[src/rtl/assert_macros.svh]
// Assertion macros for the RTL of the Plummer sphere evaluator.
`ifndef ASSERT_MACROS_SVH
`define ASSERT_MACROS_SVH
`ifndef ASSERT_OFF
// Same-cycle implication.
`define ASSERT_IMPLIES(label, clk, rst_n, ante, cons) \
	label: assert property (@(posedge clk) disable iff (!rst_n) (ante) |-> (cons)) \
		else $error("assertion failed");
// Next-cycle implication.
`define ASSERT_NEXT(label, clk, rst_n, ante, cons) \
	label: assert property (@(posedge clk) disable iff (!rst_n) (ante) |=> (cons)) \
		else $error("assertion failed");
`else
`define ASSERT_IMPLIES(label, clk, rst_n, ante, cons)
`define ASSERT_NEXT(label, clk, rst_n, ante, cons)
`endif
`endif

[src/rtl/ppf_mul.sv]
// Three-stage unsigned multiplier built from 32 by 32 bit partial products.
module ppf_mul #(
	parameter int AW = 32,
	parameter int BW = 32
) (
	input  logic             clk,
	input  logic [AW-1:0]    a,
	input  logic [BW-1:0]    b,
	output logic [AW+BW-1:0] p
);

	localparam int DIG = 32;
	localparam int NA  = (AW + DIG - 1) / DIG;
	localparam int NB  = (BW + DIG - 1) / DIG;
	localparam int AP  = NA * DIG;
	localparam int BP  = NB * DIG;
	localparam int RW  = (NB + 1) * DIG;
	localparam int PW  = (NA + NB) * DIG;

	logic [AP-1:0]      a_pad;
	logic [BP-1:0]      b_pad;
	logic [2*DIG-1:0]   pp_s1 [NA][NB];
	logic [RW-1:0]      row_c [NA];
	logic [RW-1:0]      row_s2 [NA];
	logic [PW-1:0]      prod_c;
	logic [PW-1:0]      prod_s3;

	assign a_pad = AP'(a);
	assign b_pad = BP'(b);

	// Digit products.
	always_ff @(posedge clk) begin
		for (int i = 0; i < NA; i++) begin
			for (int j = 0; j < NB; j++) begin
				pp_s1[i][j] <= a_pad[i*DIG +: DIG] * b_pad[j*DIG +: DIG];
			end
		end
	end

	// Sum each row of partial products.
	always_comb begin
		for (int i = 0; i < NA; i++) begin
			row_c[i] = '0;
			for (int j = 0; j < NB; j++) begin
				row_c[i] = row_c[i] + (RW'(pp_s1[i][j]) << (j * DIG));
			end
		end
	end

	always_ff @(posedge clk) begin
		row_s2 <= row_c;
	end

	// Sum the rows.
	always_comb begin
		prod_c = '0;
		for (int i = 0; i < NA; i++) begin
			prod_c = prod_c + (PW'(row_s2[i]) << (i * DIG));
		end
	end

	always_ff @(posedge clk) begin
		prod_s3 <= prod_c;
	end

	assign p = prod_s3[AW+BW-1:0];

endmodule

[config.mk]
export PLATFORM = sky130hd
export DESIGN_NAME = ppf_mul
export DESIGN_NICKNAME = d
export VERILOG_FILES = /design/src/rtl/assert_macros.svh /design/src/rtl/ppf_mul.sv
export SDC_FILE = /design/constraint.sdc
export NUM_CORES = 2
export LEC_CHECK = 0
export BUFFER_PORTS_ARGS = -buffer_cell sky130_fd_sc_hd__buf_2
export CAP_MARGIN = 20
export CORE_UTILIZATION = 35
export DETAILED_ROUTE_END_ITERATION = 10
export HOLD_SLACK_MARGIN = 0.06
export PLACE_DENSITY = 0.54
export SLEW_MARGIN = 20
export SYNTH_ARGS = -nofsm -noshare
export SYNTH_HDL_FRONTEND = slang
export SYNTH_SLANG_ARGS = --single-unit
[constraint.sdc]
create_clock -name clk -period 7.95 [get_ports clk]
set_input_delay 1.59 -clock clk [delete_from_list [all_inputs] [get_ports clk]]
set_output_delay 1.59 -clock clk [all_outputs]
set_load 0.01 [all_outputs]
* Yosys cells after proc, flatten, opt, wreduce, memory -nomap -nowiden
Memory sizes are Yosys's and may differ from the RTL's. A register that Yosys moved wholly into a read port is not among the register bits.
Index checks and enable logic that the tools add are counted.
Widths: inputs -> output; s select.
** Word-level totals
- Register bits :: 64
- Memory bits (writable) :: 64
- Input port bits :: 65
- Output and inout bits :: 64
- Memories :: 1
** Operators by class
- Multipliers :: 1
** Memories
- pp_s1 :: words 1, width 64, read ports 1, clocked after memory_dff 1, write ports 1, line ppf_mul.sv:22 : logic [2*DIG-1:0] pp_s1 [NA][NB];
** Operator list (number)
- $mul 32x32->64 :: 1

* Longest topological paths before layout
- Word-level depth :: 1
- Mapped depth :: 30
- Depth with buffers taken out :: 28

* Worst setup path after synthesis
No wires, ideal clock.
- Path type :: input to register
- Start point :: input b[17]
- End point :: memory pp_s1[0][62] (netlist bit)
- Library setup time :: 0.123 ns
- Arrival time :: 8.274 ns
- Data required time :: 7.827 ns
- Slack :: -0.446 ns
- Stages :: 26
- Path through :: clkbuf_1 > and2_1 > fa_1 > inv_1 > fa_1 > inv_1 > fa_1 > inv_1 > fa_1 > inv_1 > fa_1 > fa_1 > fa_1 > fa_1 > ha_1 > buf_2 > a21oi_1 > o21ai_1 > a2111oi_0 > o21bai_1 > a221oi_1 > o221ai_1 > a311o_1 > a21oi_1 > o21ai_1 > xor2_1
** Between the ends
- Cells in the longest elaborated chain, start to end :: 1
** RTL lines
- start, declared :: line ppf_mul.sv:8 : input logic [BW-1:0] b,
- $mul 32x32->64 :: line ppf_mul.sv:35 : pp_s1[i][j] <= a_pad[i*DIG +: DIG] * b_pad[j*DIG +: DIG];
- end, declared :: line ppf_mul.sv:22
No other way between the ends.

* Worst setup path in the final report
- Start point :: input a[13]
- End point :: memory pp_s1[0][60] (netlist bit)
** Between the ends
- Cells in the longest elaborated chain, start to end :: 1
** RTL lines
- start, declared :: line ppf_mul.sv:7 : input logic [AW-1:0] a,
- $mul 32x32->64 :: line ppf_mul.sv:35
No other way between the ends.

==> reports/metrics.yaml <==
routing:
  firstDrtPassIters: 5
  drt_iter0_drc: 1199
  drtAntennaViolNets: 0
  vias: 26400
  wirelength_um: 105600
  drc_errors: 0
  drt-vias-per-instance: 4.677
  wl_per_cell_um: 18.71
logic_synthesis:
  synth_edf_count: 0
  syn_inst: 3879
  syn_nets: 5103
  synth_top_area_share: 0.4828
  ys_seq_elements: 192
  synth_area_um2: 37150
  synthArstFlopShare: 0
  ys_seq_area_frac: 0.1035
  synthFlopType: "dfxtp_1"
  ys_warn_count: 0
  yosysMostFrequentCell: "fa_1"
  yosys-top-cells-count: "fa_1 (896), inv_1 (862), and2_1 (601)"
  avgSynthCellArea_um2: 9.578
  yosysTopAreaCell: "fa_1"
  synth.distinct_cells: 56
  synth_area_leaders: "fa_1 (48%), dfxtp_1 (10%), and2_1 (10%), ha_1 (8.9%), inv_1 (8.7%)"
die:
  rows: 119
  ios: 129
  fp.dieH_um: 327.8
  start_util: 0.3530
  die_w_um: 327.8
  core_um2: 105300
  die-area_um2: 107500
placement:
  dp_hpwl_um: 90150
  place_congestion: 0.9042
  portBuffers: 128
  place_inst: 5564
timing:
  worst_slack_ps: -186.0
  slew_headroom: 0.6088
  tightest_slew_ps: 580.7
  skew_ps: 13.85
  hold_viol: 0
  final-max-slew-violation-count: 0
  setup_viol: 5
  fmax_mhz: 122.9
  fin_crit_sh: 1.023
  period_minus_slack_ps: 8136
  rsz0062_at_grt: "yes"
outcome:
  status: "finished, violations left"
  violations: "negative setup slack"
cts:
  clkSlewWorstSetupHoldPaths_ps: 100
  cts_buffers: 17
  postCtsHoldBufs: 0
  cts_sinks: 192
  cts-root-buf: "clkbuf_16"
  htree_levels: 4
  clkLatencyLatePin_ps: 460
  cts_buffer_depth: 2
  cts_tree: "built"
flow_run:
  drv_cap: 0
worst_hold_path:
  worst_hold_path.endpoint: "row_s2[2]"
  hp-start: "pp_s1[0][2]"
  min_path_cells: 0
  hp-class: "reg2reg"
finish:
  fin_nets: 5459
  drive_gt1_frac: 0.1857
  stdcell_count: 5644
  fillCellCount: 10440
  regArea_um2: 3844
  area_growth_pct: 20.09
  multi_input_area_um2: 30220
global_routing:
  grt_pass1_vias: 28770
  grt_pass1_wl_um: 167400
  overflow: 0
  track_usage: 0.2040
  antenna_found_initial: 9
  grt_max_degree: 33
setup_path:
  cp.arrival_ps: 8520
  reg2regPathDepth: 0
  cp_max_fo: 11
  startpoint_type: "input pin"
  rr_endpoint: "row_s2[56]"
  end_kind: "register"
  worstSetupPathType: "in2reg"
  timing.rr.start: "pp_s1[0][56]"
  worstPathRequired_ps: 8330
  worst-r2r-setup-slack_ps: 7480
[metal layers]
layer	wire length, um	track usage
met4	3400	0.05597
met1	43170	0.2573
met3	3590	0.02506
met5	57	0
met2	55360	0.3656
[placed cells by master (no fill, tap or decap), types with 31 or more instances in the layout]
cell     Yosys  routed
a21oi_1     73      47
buf_2        8      85
inv_1      862     843
fa_2         0      34
buf_4        3     350
xnor2_1     37      31
nand2_1    468     465
ha_1       263     236
and2_1     601     576
a21o_1      32      32
fa_1       896     862
buf_12       0      36
dfxtp_1    192     192
buf_6        0      60
[cells by family (layout without fill, tap and decap cells)]
kind of cell / count (synthesis) / after routing / share of synthesized area
buffers and inverters: 1086 / 1455 / 0.1104
xor gates and xnor gates: 63 / 63 / 0.01485
other: 0 / 5 / 0
adders and majority gates: 1159 / 1159 / 0.5713
and+or+nand+nor: 1173 / 1173 / 0.1636
DFF: 192 / 192 / 0.1035
AOI/OAI and AO/OA: 206 / 206 / 0.03637
[repair_timing]
| action | 4_1_cts | 5_1_grt |
|---|---|---|
| gates cloned | 4 | 1 |
| pin swaps | 91 | 119 |
| buffers inserted | 25 | 19 |
| setup endpoints to repair | 36 | 25 |
| gates resized for setup | 231 | 144 |
[cell type report]
| class | count | area share |
|---|---|---|
| tap | 1391 | 0.03901 |
| clock inverter | 15 | 0.004571 |
| antenna | 5 | 0.0002804 |
| sequential | 192 | 0.08615 |
| clock buffer | 17 | 0.009534 |
| multi-input combinational | 2601 | 0.6773 |
| timing repair buffer | 561 | 0.1107 |
| inverter | 862 | 0.07252 |
[registers in the layout (all words and copies together) (netlist names)]
signal,count
row_s2,64
pp_s1,64
p,64
[critical path: stages]
cell and delay (ps):
buf_6 140, buf_8 150, and2_4 160, fa_2 540, fa_2 440, fa_1 520, inv_2 50, fa_1 550
inv_2 40, fa_1 490, fa_2 590, fa_2 470, fa_1 610, ha_4 160, a21oi_2 60, o21ai_2 160
or3b_4 410, a21oi_4 170, a311oi_4 80, o311ai_4 360, a41oi_2 190, and3_4 250, o31ai_4 170, xor2_1 150
[per-stage QoR]
step	area, um2	hold slack, ps	setup TNS [ps]	setup slack [ps]	util
2_1_floorplan	37350	309.6	-530.8	-199.9	-
4_1_cts	43910	324.9	-792.5	-213.2	0.4171
6_report	44620	324.0	-711.4	-186.0	0.4239
5_1_grt	44610	331.1	-2577	-376.8	0.4238
3_5_place_dp	42000	312.1	-29990	-1068	0.3990
3_3_place_gp	42000	310.2	-30810	-1019	0.3990
[worst max-delay path by stage]
stage / from / cells after the start / to / slack [ps]
6_report: a[13] / 24 / pp_s1[0][60] / -190
5_1_grt: a[9] / 26 / pp_s1[0][62] / -380
4_1_cts: a[14] / 24 / pp_s1[0][60] / -210
3_5_place_dp: b[8] / 24 / pp_s1[0][62] / -1070
3_3_place_gp: b[8] / 24 / pp_s1[0][62] / -1020
2_1_floorplan: b[17] / 26 / pp_s1[0][62] / -200
Power is left out: the tool's default activity adds up to more than one toggle a clock period on the data nets, which glitch-free logic cannot reach.
